$ cat config.mk
export PLATFORM = sky130hd
export DESIGN_NAME = ffba_ram
export DESIGN_NICKNAME = d
export VERILOG_FILES = /design/src/hw/rtl/ffba_ram.sv
export SDC_FILE = /design/constraint.sdc
export NUM_CORES = 1
export LEC_CHECK = 0
export BUFFER_PORTS_ARGS = -buffer_cell sky130_fd_sc_hd__clkbuf_2
export CORE_MARGIN = 4
export CORE_UTILIZATION = 50
export CTS_CLUSTER_DIAMETER = 80
export DETAILED_ROUTE_END_ITERATION = 10
export PLACE_DENSITY = 0.68
export REMOVE_ABC_BUFFERS = 1
export SYNTH_ARGS = -nofsm -noshare
export SYNTH_HDL_FRONTEND = slang
export SYNTH_SLANG_ARGS = --single-unit
$ cat constraint.sdc
create_clock -name i_clk -period 3.4 [get_ports i_clk]
set_input_delay 0.68 -clock i_clk [delete_from_list [all_inputs] [get_ports i_clk]]
set_output_delay 0.68 -clock i_clk [all_outputs]
set_load 0.02 [all_outputs]
$ cat src/hw/rtl/ffba_ram.sv
// Generic simple dual-port RAM: one write port, one read port, registered read.
// No dependencies.
`default_nettype none

module ffba_ram #(
    parameter int WIDTH = 8,
    parameter int DEPTH = 16
) (
    input  wire logic                     i_clk,
    input  wire logic                     i_we,
    input  wire logic [$clog2(DEPTH)-1:0] i_waddr,
    input  wire logic [WIDTH-1:0]         i_wdata,
    input  wire logic [$clog2(DEPTH)-1:0] i_raddr,
    output logic      [WIDTH-1:0]         o_rdata
);

    logic [WIDTH-1:0] r_mem [DEPTH];

    always_ff @(posedge i_clk) begin
        if (i_we) begin
            r_mem[i_waddr] <= i_wdata;
        end
        o_rdata <= r_mem[i_raddr];
    end

endmodule

`default_nettype wire

==> results of run 1 <==
## cell usage in the layout (no fill, tap or decap), drive strengths merged, types with 2 or more instances in the layout
master,count
a22oi,16
buf,7
bufinv,4
clkbuf,42
clkinv,5
clkinvlp,4
dfxtp,8
edfxtp,128
mux4,32
nand2,9
nand2b,2
nand3b,2
nor2,13
nor3,4
## synth_stat cells
cell               n  area, um^2
dfxtp_1            8         160
and2_1             1        6.26
buf_4              1        7.51
buf_2              3        15.0
and2b_1            1        7.51
clkdlybuf4s25_2    3        30.0
nor3_1             4        20.0
nand2b_1           2        12.5
mux4_2            18         405
a22oi_1           16         120
edfxtp_1         128        3840
buf_6              3        33.8
nor2b_1            1        6.26
mux4_1            14         368
or3b_2             1        8.76
nand3b_1           2        15.0
nand2_1            9        33.8
nand3_1            1        5.00
nor2_1            13        48.8
## kinds of logic after synthesis
kind of cell | after synthesis
AOI/OAI and AO/OA | 16
and+or+nand+nor | 35
DFF | 136
buffers and inverters | 10
muxes | 32
## worst max-delay path: stages
cell      delay [ns]
clkbuf_2        0.43
buf_4           0.32
mux4_2          0.52
a22oi_1         0.28
nand2_1         0.09
## stage by stage
stage	power, W	hold WS, ns	util	area, um^2
6_report	0.00389	0.606	0.606	6000
5_1_grt	0.00402	0.614	0.606	6000
4_1_cts	0.00392	0.595	0.606	6000
3_5_place_dp	0.00210	0.667	0.545	5410
3_3_place_gp	0.00209	0.657	0.545	5410
2_1_floorplan	0.00201	0.629	-	5060
## layout make-up
class                   count  area share
clock inverters            13      0.0302
flip-flops and latches    136       0.667
multi-input cells          83       0.176
well taps                 133      0.0277
repair buffers             32      0.0296
clock buffers              17      0.0690
## registers in the layout (all words and copies together) (netlist names)
signal,cells
o_rdata,8
r_mem,128
## power by group
part / switching [W] / internal [W]
Combinational: 0.000104 / 0.0000691
Sequential: 0.0000125 / 0.00188
Clock: 0.000654 / 0.00118
Total: 0.000770 / 0.00312
## how the worst max path moves through the flow
stage | slack [ns] | endpoint
finish | 1.44 | o_rdata[7]
global route | 1.31 | o_rdata[7]
CTS | 1.43 | o_rdata[7]
detailed placement | 0.91 | o_rdata[5]
global placement | 0.93 | o_rdata[5]
floorplan | 1.23 | r_mem[0][0]
## per-layer routing
| layer | up-vias | track usage | part of all wire |
|---|---|---|---|
| li1 | 1054 | - | - |
| met5 | - | 0 | 0 |
| met3 | 2 | 0.0452 | 0.051 |
| met4 | 0 | 0.0614 | 0.0031 |
| met1 | 1254 | 0.238 | 0.44 |
| met2 | 64 | 0.275 | 0.51 |
==> flow_metrics.env, run 1 <==
export IMPL_grtUsageTotal=0.174
export IMPL_syn_cell_area_mm2=0.00515
export IMPL_synthSimpleGateAreaFrac=0.0318
export IMPL_routed_via_count=2374
export IMPL_drt_antenna_violating_nets=0
export IMPL_final_hold_viols=0
export IMPL_detailedPlace_worstSlack_ns=0.912
export IMPL_worstSkewPairLatency_ns=0.50
export IMPL_fillCellCount=726
export IMPL_synthDistinctLibCells=19
export IMPL_synth_yosys_seq_area_share=0.778
export IMPL_post_cts_resized_instances=0
export IMPL_drc=0
export IMPL_avgRoutedWirePerCell_um=22.5
export IMPL_post_dp_hpwl_um=5940
export IMPL_r2r_start="r_mem[7][7]"
export IMPL_critPathMaxFanout=15
export IMPL_final_critical_path_setup_slack_ns=1.44
export IMPL_r2r_setup_slack_ns=2.06
export IMPL_synthAdderAreaFrac=0
export IMPL_postCtsSetupBuffers=0
export IMPL_clock_root_buffer="clkbuf_8"
export IMPL_clock_skew_ns=0.00698
export IMPL_worst_setup_hold_path_clk_slew_ns=0.06
export IMPL_yosys_warnings=0
export IMPL_report_final_setup_viol=0
export IMPL_synthXorXnorAreaFrac=0
export IMPL_fp_row_count=36
export IMPL_cts_htree_levels=4
export IMPL_rsz0062_at_grt="false"
export IMPL_grt_pass1_vias=2491
export IMPL_cellLeakagePower_nw=2.01
export IMPL_gpl_final_weighted_congestion=0.740
export IMPL_via_per_instance_ratio=5.73
export IMPL_final_nets=288
export IMPL_grt_max_degree=33
export IMPL_peakVddDrop_uv=311
export IMPL_power_per_cell_area_mw_per_mm2=649
export IMPL_boundaryPins=26
export IMPL_drt_pre_antenna_iters=4
export IMPL_cp_data_required_time_ns=3.78
export IMPL_numClockSinks=136
export IMPL_detail_route_wirelength_um=9320
export IMPL_synth_avg_cell_area_um2=22.5
export IMPL_largest_family_of_logic_cells_by_synthesized_area="multiplexers"
export IMPL_cts_hold_fix_buffers=0
export IMPL_synthCells=229
export IMPL_area_delta_synth_final_pct=16.6
export IMPL_antenna_found_initial=0
export IMPL_io_buffers=25
export IMPL_multiInputGateArea_mm2=0.00106
export IMPL_hold_path_depth=1
export IMPL_tritoncts="yes"
export IMPL_cp_data_arrival_time_ns=2.34
export IMPL_tightestPinTransition_ns=0.882
export IMPL_timing_final_max_slew_violations=0
export IMPL_regArea_mm2=0.00400
export IMPL_worst_hold_path_class="input pin to flip-flop"
export IMPL_setup_tns_ns=0
export IMPL_dp_cells=384
export IMPL_maxCapViolCount=0
export IMPL_run_status="complete, no violations"
export IMPL_max_clock_path_buffers=2
export IMPL_worstSetupStartpointType="input pin"
export IMPL_fp_dieArea_mm2=0.0120
export IMPL_worstSetupPathType="input pin to flip-flop"
export IMPL_min_from="i_wdata[1]"
export IMPL_dieHeight_um=109
export IMPL_relative_max_transition_margin=0.412
export IMPL_synth_compound_area_share=0.0233
export IMPL_final_cells=414
export IMPL_reg2reg_depth=3
export IMPL_fmax_mhz=510
export IMPL_grt_remaining_overflow=0
export IMPL_cts_buffers_inserted=17
export IMPL_regToRegEndpoint="o_rdata[7]"
export IMPL_synth_seq_cells=136
export IMPL_finalCritPeriodShare=0.577
export IMPL_core_area_mm2=0.00991
export IMPL_hold_path_endpoint="r_mem[14][1]"
export IMPL_die_width_um=109
export IMPL_diodes=0
export IMPL_post_synth_mux_area_share=0.150
export IMPL_drive_gt1_frac=0.285
export IMPL_timing_critical_path_to_type="flip-flop"
export IMPL_first_iter_violations=135
export IMPL_grt_first_pass_wirelength_um=14400
export IMPL_period_needed_ns=1.96
export IMPL_worst_setup_sp="i_raddr[0]"
export IMPL_initial_utilization=0.519
No activity file was read; power rests on OpenSTA's default activity.
==> inputs of run 2 (changes only) <==
--- a/config.mk
+++ b/config.mk
@@ -10,7 +10,7 @@
 export CORE_UTILIZATION = 50
 export CTS_CLUSTER_DIAMETER = 80
 export DETAILED_ROUTE_END_ITERATION = 10
-export PLACE_DENSITY = 0.68
+export PLACE_DENSITY = 0.71
 export REMOVE_ABC_BUFFERS = 1
 export SYNTH_ARGS = -nofsm -noshare
 export SYNTH_HDL_FRONTEND = slang
==> constraint.sdc (replaced) <==
create_clock -name i_clk -period 1.6 [get_ports i_clk]
set_input_delay 0.32 -clock i_clk [delete_from_list [all_inputs] [get_ports i_clk]]
set_output_delay 0.32 -clock i_clk [all_outputs]
set_load 0.02 [all_outputs]
==> run 2 against run 1 <==
Count of clock-buffer cells in the layout rose by 1. Power increased by 120%. Largest power group is now clock. Wire length is 5.6% higher. Core utilization rose by 2.4 points. Global-route usage increased by 1.3 points. Final cell count is 6.5% higher. Register-to-register slack got worse by 1.9 ns. Via count increased by 3.3%. Clock power rose by 120%. Die area unchanged. Sequential share of layout area down 2.5 points.
==> flow_metrics.env, run 2 (synthesis results as in run 1) <==
export IMPL_run_status="complete, no violations"
export IMPL_antenna_found_initial=0
export IMPL_cellLeakagePower_nw=2.18
export IMPL_routed_via_count=2452
export IMPL_timing_critical_path_to_type="flip-flop"
export IMPL_cp_buffers_inverters=1
export IMPL_max_clock_path_buffers=2
export IMPL_cts_htree_levels=4
export IMPL_largest_stage_delay_on_the_critical_path_ns=0.50
export IMPL_fp_dieArea_mm2=0.0120
export IMPL_largest_register="r_mem"
export IMPL_gpl_final_weighted_congestion=0.744
export IMPL_drc=0
export IMPL_peakVddDrop_uv=637
export IMPL_grtUsageTotal=0.187
export IMPL_clock_root_buffer="clkbuf_8"
export IMPL_final_nets=313
export IMPL_grt_pass1_vias=2617
export IMPL_reg2reg_depth=4
export IMPL_fmax_mhz=686
export IMPL_setup_tns_ns=0
export IMPL_boundaryPins=26
export IMPL_worstSetupStartpointType="flip-flop"
export IMPL_first_iter_violations=181
export IMPL_worst_setup_hold_path_clk_slew_ns=0.06
export IMPL_clock_skew_ns=0.00628
export IMPL_final_critical_path_setup_slack_ns=0.142
export IMPL_grt_max_degree=27
export IMPL_drive_gt1_frac=0.338
export IMPL_placement_cell_area_mm2=0.00562
export IMPL_mostFrequentLayoutCell="edfxtp_1"
export IMPL_largest_registers="r_mem (128), o_rdata (8)"
export IMPL_numClockSinks=136
export IMPL_dieHeight_um=109
export IMPL_io_buffers=25
export IMPL_core_area_mm2=0.00991
export IMPL_stdcell_area_mm2=0.00624
export IMPL_dr_wl_met2_um=4900
export IMPL_critPathMaxFanout=1
export IMPL_final_design_utilization=0.630
export IMPL_detail_route_wirelength_um=9840
export IMPL_postCtsSetupBuffers=0
export IMPL_power_per_cell_area_mw_per_mm2=1360
export IMPL_via_per_instance_ratio=5.56
export IMPL_post_dp_hpwl_um=6160
export IMPL_top_signal_layer_used="met4"
export IMPL_detailedPlace_worstSlack_ns=-0.148
export IMPL_cts_hold_fix_buffers=0
export IMPL_worstSetupPathType="flip-flop to flip-flop"
export IMPL_relative_max_transition_margin=0.472
export IMPL_wl_met1_um=4270
export IMPL_critical_path_depth=4
export IMPL_grt_remaining_overflow=0
export IMPL_fp_row_count=36
export IMPL_most_common_layout_cells="edfxtp_1, buf_4, clkbuf_2, mux4_2"
export IMPL_drt_antenna_violating_nets=0
export IMPL_finalCritPeriodShare=0.911
export IMPL_tightestPinTransition_ns=0.789
export IMPL_die_width_um=109
export IMPL_worstSkewPairLatency_ns=0.51
export IMPL_tritoncts="yes"
export IMPL_cts_buffers_inserted=17
export IMPL_rsz0062_at_grt="false"
export IMPL_hold_path_depth=1
export IMPL_post_cts_resized_instances=0
export IMPL_cp_data_required_time_ns=1.99
export IMPL_largest_reg_flops=128
export IMPL_cp_data_arrival_time_ns=1.85
export IMPL_worst_setup_sp="r_mem[1][2]"
export IMPL_timing_final_max_slew_violations=0
export IMPL_report_final_setup_viol=0
export IMPL_period_needed_ns=1.46
export IMPL_final_hold_viols=0
export IMPL_min_from="i_wdata[5]"
export IMPL_maxCapViolCount=0
export IMPL_diodes=0
export IMPL_route_met3_wl_um=552
export IMPL_largest_delay_contributor_family_on_the_critical_path="multiplexers"
export IMPL_avgRoutedWirePerCell_um=22.3
export IMPL_worst_hold_path_class="input pin to flip-flop"
export IMPL_r2r_start="r_mem[1][2]"
export IMPL_area_delta_synth_final_pct=21.2
export IMPL_drt_pre_antenna_iters=4
export IMPL_cp_cell_sequence="mux4_1, a22oi_1, buf_4, nand2_1"
export IMPL_grt_first_pass_wirelength_um=15600
export IMPL_timing_critical_path_slowest_stage_cell="mux4_1"
export IMPL_initial_utilization=0.519
[run 2: cell count changes in the layout (fill, tap and decap cells not counted), moves of 2 or more]
cell / before / now
buf_4: 7 / 30
clkinvlp_4: 4 / 0
buf_12: 0 / 2
clkinv_1: 1 / 3
inv_6: 0 / 2
[run 2: per-stage QoR]
step | hold slack, ns | std cells | power, W
4_1_cts | 0.208 | 441 | 0.00855
3_3_place_gp | 0.651 | 409 | 0.00448
3_5_place_dp | 0.666 | 409 | 0.00449
5_1_grt | 0.248 | 441 | 0.00876
6_report | 0.221 | 441 | 0.00847
2_1_floorplan | 0.419 | 219 | 0.00426
[run 2: report_power, final]
part	switching [W]	total (W)	leakage [nW]	internal (W)
Sequential	0.0000244	0.00401	1.22	0.00398
Clock	0.00138	0.00406	0.306	0.00267
Combinational	0.000229	0.000402	0.650	0.000174
Total	0.00164	0.00847	2.18	0.00683
[run 2: worst register-to-register path, delay by kind of cell (launching register included)]
family,cells,cell delay (ns)
multiplexers,1,0.50
flip-flops,1,0.35
AO/OA/AOI/OAI,1,0.29
buffers and inverters,1,0.17
AND/OR/NAND/NOR,1,0.04
[run 2: layout make-up]
type | count | area [um^2]
multi-input cells | 83 | 1060
fillers | 692 | 3670
clock buffers | 18 | 418
clock inverters | 14 | 203
repair buffers | 57 | 390
well taps | 133 | 166
flip-flops and latches | 136 | 4000
[run 2: final timing paths]
kind,end,slack (ns)
max,o_rdata[2],0.14
min,r_mem[1][5],0.22
max reg2reg,o_rdata[2],0.14
min reg2reg,o_rdata[0],0.68
[run 2: routing by layer]
| metal | vias up | global-route usage |
|---|---|---|
| li1 | 1108 | - |
| met4 | 0 | 0.0570 |
| met1 | 1265 | 0.262 |
| met2 | 71 | 0.293 |
| met5 | - | 0 |
| met3 | 8 | 0.0493 |
==> inputs of run 3 (changes only) <==
--- a/config.mk
+++ b/config.mk
@@ -5,6 +5,7 @@
 export SDC_FILE = /design/constraint.sdc
 export NUM_CORES = 1
 export LEC_CHECK = 0
+export ABC_AREA = 1
 export BUFFER_PORTS_ARGS = -buffer_cell sky130_fd_sc_hd__clkbuf_2
 export CORE_MARGIN = 4
 export CORE_UTILIZATION = 50
==> run 3 against run 2 <==
Fmax grew 17%. Worst setup slack gained 0.21 ns. Final cell count is 70% higher. Count of clock-buffer cells in the layout up 2. Via count grew 59%. Critical path depth decreased by 3. Flip-flop and latch count did not move. First-iteration DRC count grew 96%. Clock skew grew 0.0048 ns. Wire length is 29% higher. Highest routed layer unchanged. Combinational power rose by 27%.
==> flow_metrics.env, run 3 <==
export IMPL_run_status="complete, no violations"
export IMPL_synth_top_cell_area_share=0.667
export IMPL_routed_via_count=3888
export IMPL_final_cells=751
export IMPL_drt_pre_antenna_iters=5
export IMPL_setup_tns_ns=0
export IMPL_synth_seq_cells=136
export IMPL_timing_critical_path_slowest_stage_cell="dfxtp_1"
export IMPL_post_dp_hpwl_um=7620
export IMPL_area_delta_synth_final_pct=17.5
export IMPL_gpl_final_weighted_congestion=0.804
export IMPL_synth_avg_cell_area_um2=10.5
export IMPL_post_cts_resized_instances=0
export IMPL_tightestPinTransition_ns=0.409
export IMPL_core_area_mm2=0.0111
export IMPL_largest_registers="r_mem (128), o_rdata (8)"
export IMPL_period_needed_ns=1.24
export IMPL_drc=0
export IMPL_initial_utilization=0.521
export IMPL_fp_row_count=38
export IMPL_finalCritPeriodShare=0.777
export IMPL_cp_cell_sequence="clkbuf_2"
export IMPL_most_common_layout_cells="nand2_1, edfxtp_1, inv_1, nand3_1, clkbuf_2"
export IMPL_largest_register="r_mem"
export IMPL_drt_antenna_violating_nets=0
export IMPL_fmax_mhz=804
export IMPL_worst_setup_hold_path_clk_slew_ns=0.05
export IMPL_clock_root_buffer="clkbuf_16"
export IMPL_tritoncts="yes"
export IMPL_synthDistinctLibCells=12
export IMPL_cp_data_arrival_time_ns=0.92
export IMPL_r2r_start="r_mem[6][6]"
export IMPL_largest_stage_delay_on_the_critical_path_ns=0.34
export IMPL_clock_skew_ns=0.0111
export IMPL_grt_remaining_overflow=0
export IMPL_drive_gt1_frac=0.136
export IMPL_timing_final_max_slew_violations=0
export IMPL_report_final_setup_viol=0
export IMPL_synthFlopType="edfxtp_1"
export IMPL_regArea_mm2=0.00400
export IMPL_largest_delay_contributor_family_on_the_critical_path="flip-flops"
export IMPL_worstSetupStartpointType="flip-flop"
export IMPL_peakVddDrop_uv=908
export IMPL_final_critical_path_setup_slack_ns=0.356
export IMPL_ys_top_cells_by_area="edfxtp_1, nand2_1, nand3_1"
export IMPL_psw_w=0.00180
export IMPL_rsz0062_at_grt="false"
export IMPL_critPathMaxFanout=1
export IMPL_cts_buffers_inserted=17
export IMPL_synthMostInstantiatedCell="nand2_1"
export IMPL_cp_buffers_inverters=1
export IMPL_fp_dieArea_mm2=0.0133
export IMPL_relative_max_transition_margin=0.728
export IMPL_diodes=0
export IMPL_synth_commonest_cells="nand2_1, edfxtp_1, inv_1"
export IMPL_multiInputGateArea_mm2=0.00121
export IMPL_detailedPlace_worstSlack_ns=0.213
export IMPL_grt_pass1_vias=3918
export IMPL_boundaryPins=26
export IMPL_cts_hold_fix_buffers=0
export IMPL_synth_edf_count=128
export IMPL_pwr_share_clk=0.480
export IMPL_yosys_warnings=0
export IMPL_largest_reg_flops=128
export IMPL_mostFrequentLayoutCell="nand2_1"
export IMPL_maxCapViolCount=0
export IMPL_via_per_instance_ratio=5.18
export IMPL_avgRoutedWirePerCell_um=16.9
export IMPL_numClockSinks=136
export IMPL_worstSetupPathType="flip-flop to output pin"
export IMPL_power_per_cell_area_mw_per_mm2=1280
export IMPL_worst_hold_path_class="input pin to flip-flop"
export IMPL_dp_cells=719
export IMPL_synth_yosys_seq_area_share=0.694
export IMPL_worstSkewPairLatency_ns=0.41
export IMPL_synth_top_area_cell="edfxtp_1"
export IMPL_combPwrFrac=0.059
export IMPL_synth_async_reset_ratio=0
export IMPL_power_report_internal_total_w=0.00690
export IMPL_worst_setup_sp="o_rdata[1]"
export IMPL_timing_critical_path_to_type="output pin"
export IMPL_grtUsageTotal=0.206
export IMPL_postCtsSetupBuffers=0
export IMPL_antenna_found_initial=0
export IMPL_synthCells=551
export IMPL_detail_route_wirelength_um=12700
export IMPL_grt_max_degree=65
export IMPL_cts_htree_levels=4
export IMPL_fillCellCount=880
export IMPL_final_nets=616
export IMPL_io_buffers=25
export IMPL_syn_cell_area_mm2=0.00577
export IMPL_switching_share=0.207
export IMPL_final_hold_viols=0
export IMPL_first_iter_violations=355
export IMPL_grt_first_pass_wirelength_um=20200
export IMPL_sequentialPowerShare=0.461
export IMPL_cellLeakagePower_nw=2.98
export IMPL_min_from="i_raddr[2]"
export IMPL_max_clock_path_buffers=2
export IMPL_dieHeight_um=115
export IMPL_cp_data_required_time_ns=1.28
export IMPL_die_width_um=115
run 3: cell types whose count changed after synthesis, sizes merged, moves of 3 or more:
| cell | before | now |
|---|---|---|
| nand2 | 9 | 173 |
| inv | 0 | 102 |
| nand3 | 1 | 97 |
| mux4 | 32 | 0 |
| buf | 7 | 24 |
| a22oi | 16 | 0 |
| nor2 | 13 | 17 |
| nor3 | 4 | 0 |
| clkdlybuf4s25 | 3 | 0 |
run 3: layout make-up:
class	count	share of cell area
clock buffers	20	0.0644
clock inverters	12	0.0295
inverters	102	0.0565
multi-input cells	289	0.179
flip-flops and latches	136	0.591
well taps	140	0.0258
repair buffers	52	0.0539
run 3: cells by family after synthesis:
family                 Yosys count  synth area share
flip-flops                     136             0.694
buffers and inverters          126            0.0952
AND/OR/NAND/NOR                289             0.210
run 3: stage by stage:
| step | utilization | cell area [um^2] | total power (W) | hold slack, ns |
|---|---|---|---|---|
| final | 0.612 | 6780 | 0.00870 | 0.349 |
| after floorplan | - | 5600 | 0.00432 | 0.419 |
| after global placement | 0.554 | 6140 | 0.00457 | 0.657 |
| after detailed placement | 0.554 | 6140 | 0.00459 | 0.670 |
| after CTS | 0.612 | 6780 | 0.00874 | 0.329 |
| after global routing | 0.612 | 6780 | 0.00898 | 0.355 |
run 3: final timing paths:
path                 to  slack (ns)  depth (start not counted)
max          o_rdata[1]        0.36                          1
max reg2reg  o_rdata[6]        0.63                          6
min reg2reg  o_rdata[4]        0.67                          6
min          o_rdata[7]        0.35                          4
run 3: power groups by stage:
stage / sequential (W) / combinational (W) / clock [W]
CTS: 0.00401 / 0.000512 / 0.00422
detailed placement: 0.00408 / 0.000506 / 0
global placement: 0.00408 / 0.000497 / 0
finish: 0.00401 / 0.000510 / 0.00418
global route: 0.00401 / 0.000566 / 0.00440
floorplan: 0.00411 / 0.000215 / 0
run 3: layer usage:
layer,routed length (um),track usage,vias to the layer above
li1,-,-,1870
met1,5090,0.260,1842
met2,6510,0.336,155
met3,764,0.0479,21
met4,311,0.100,0
met5,0,0,-
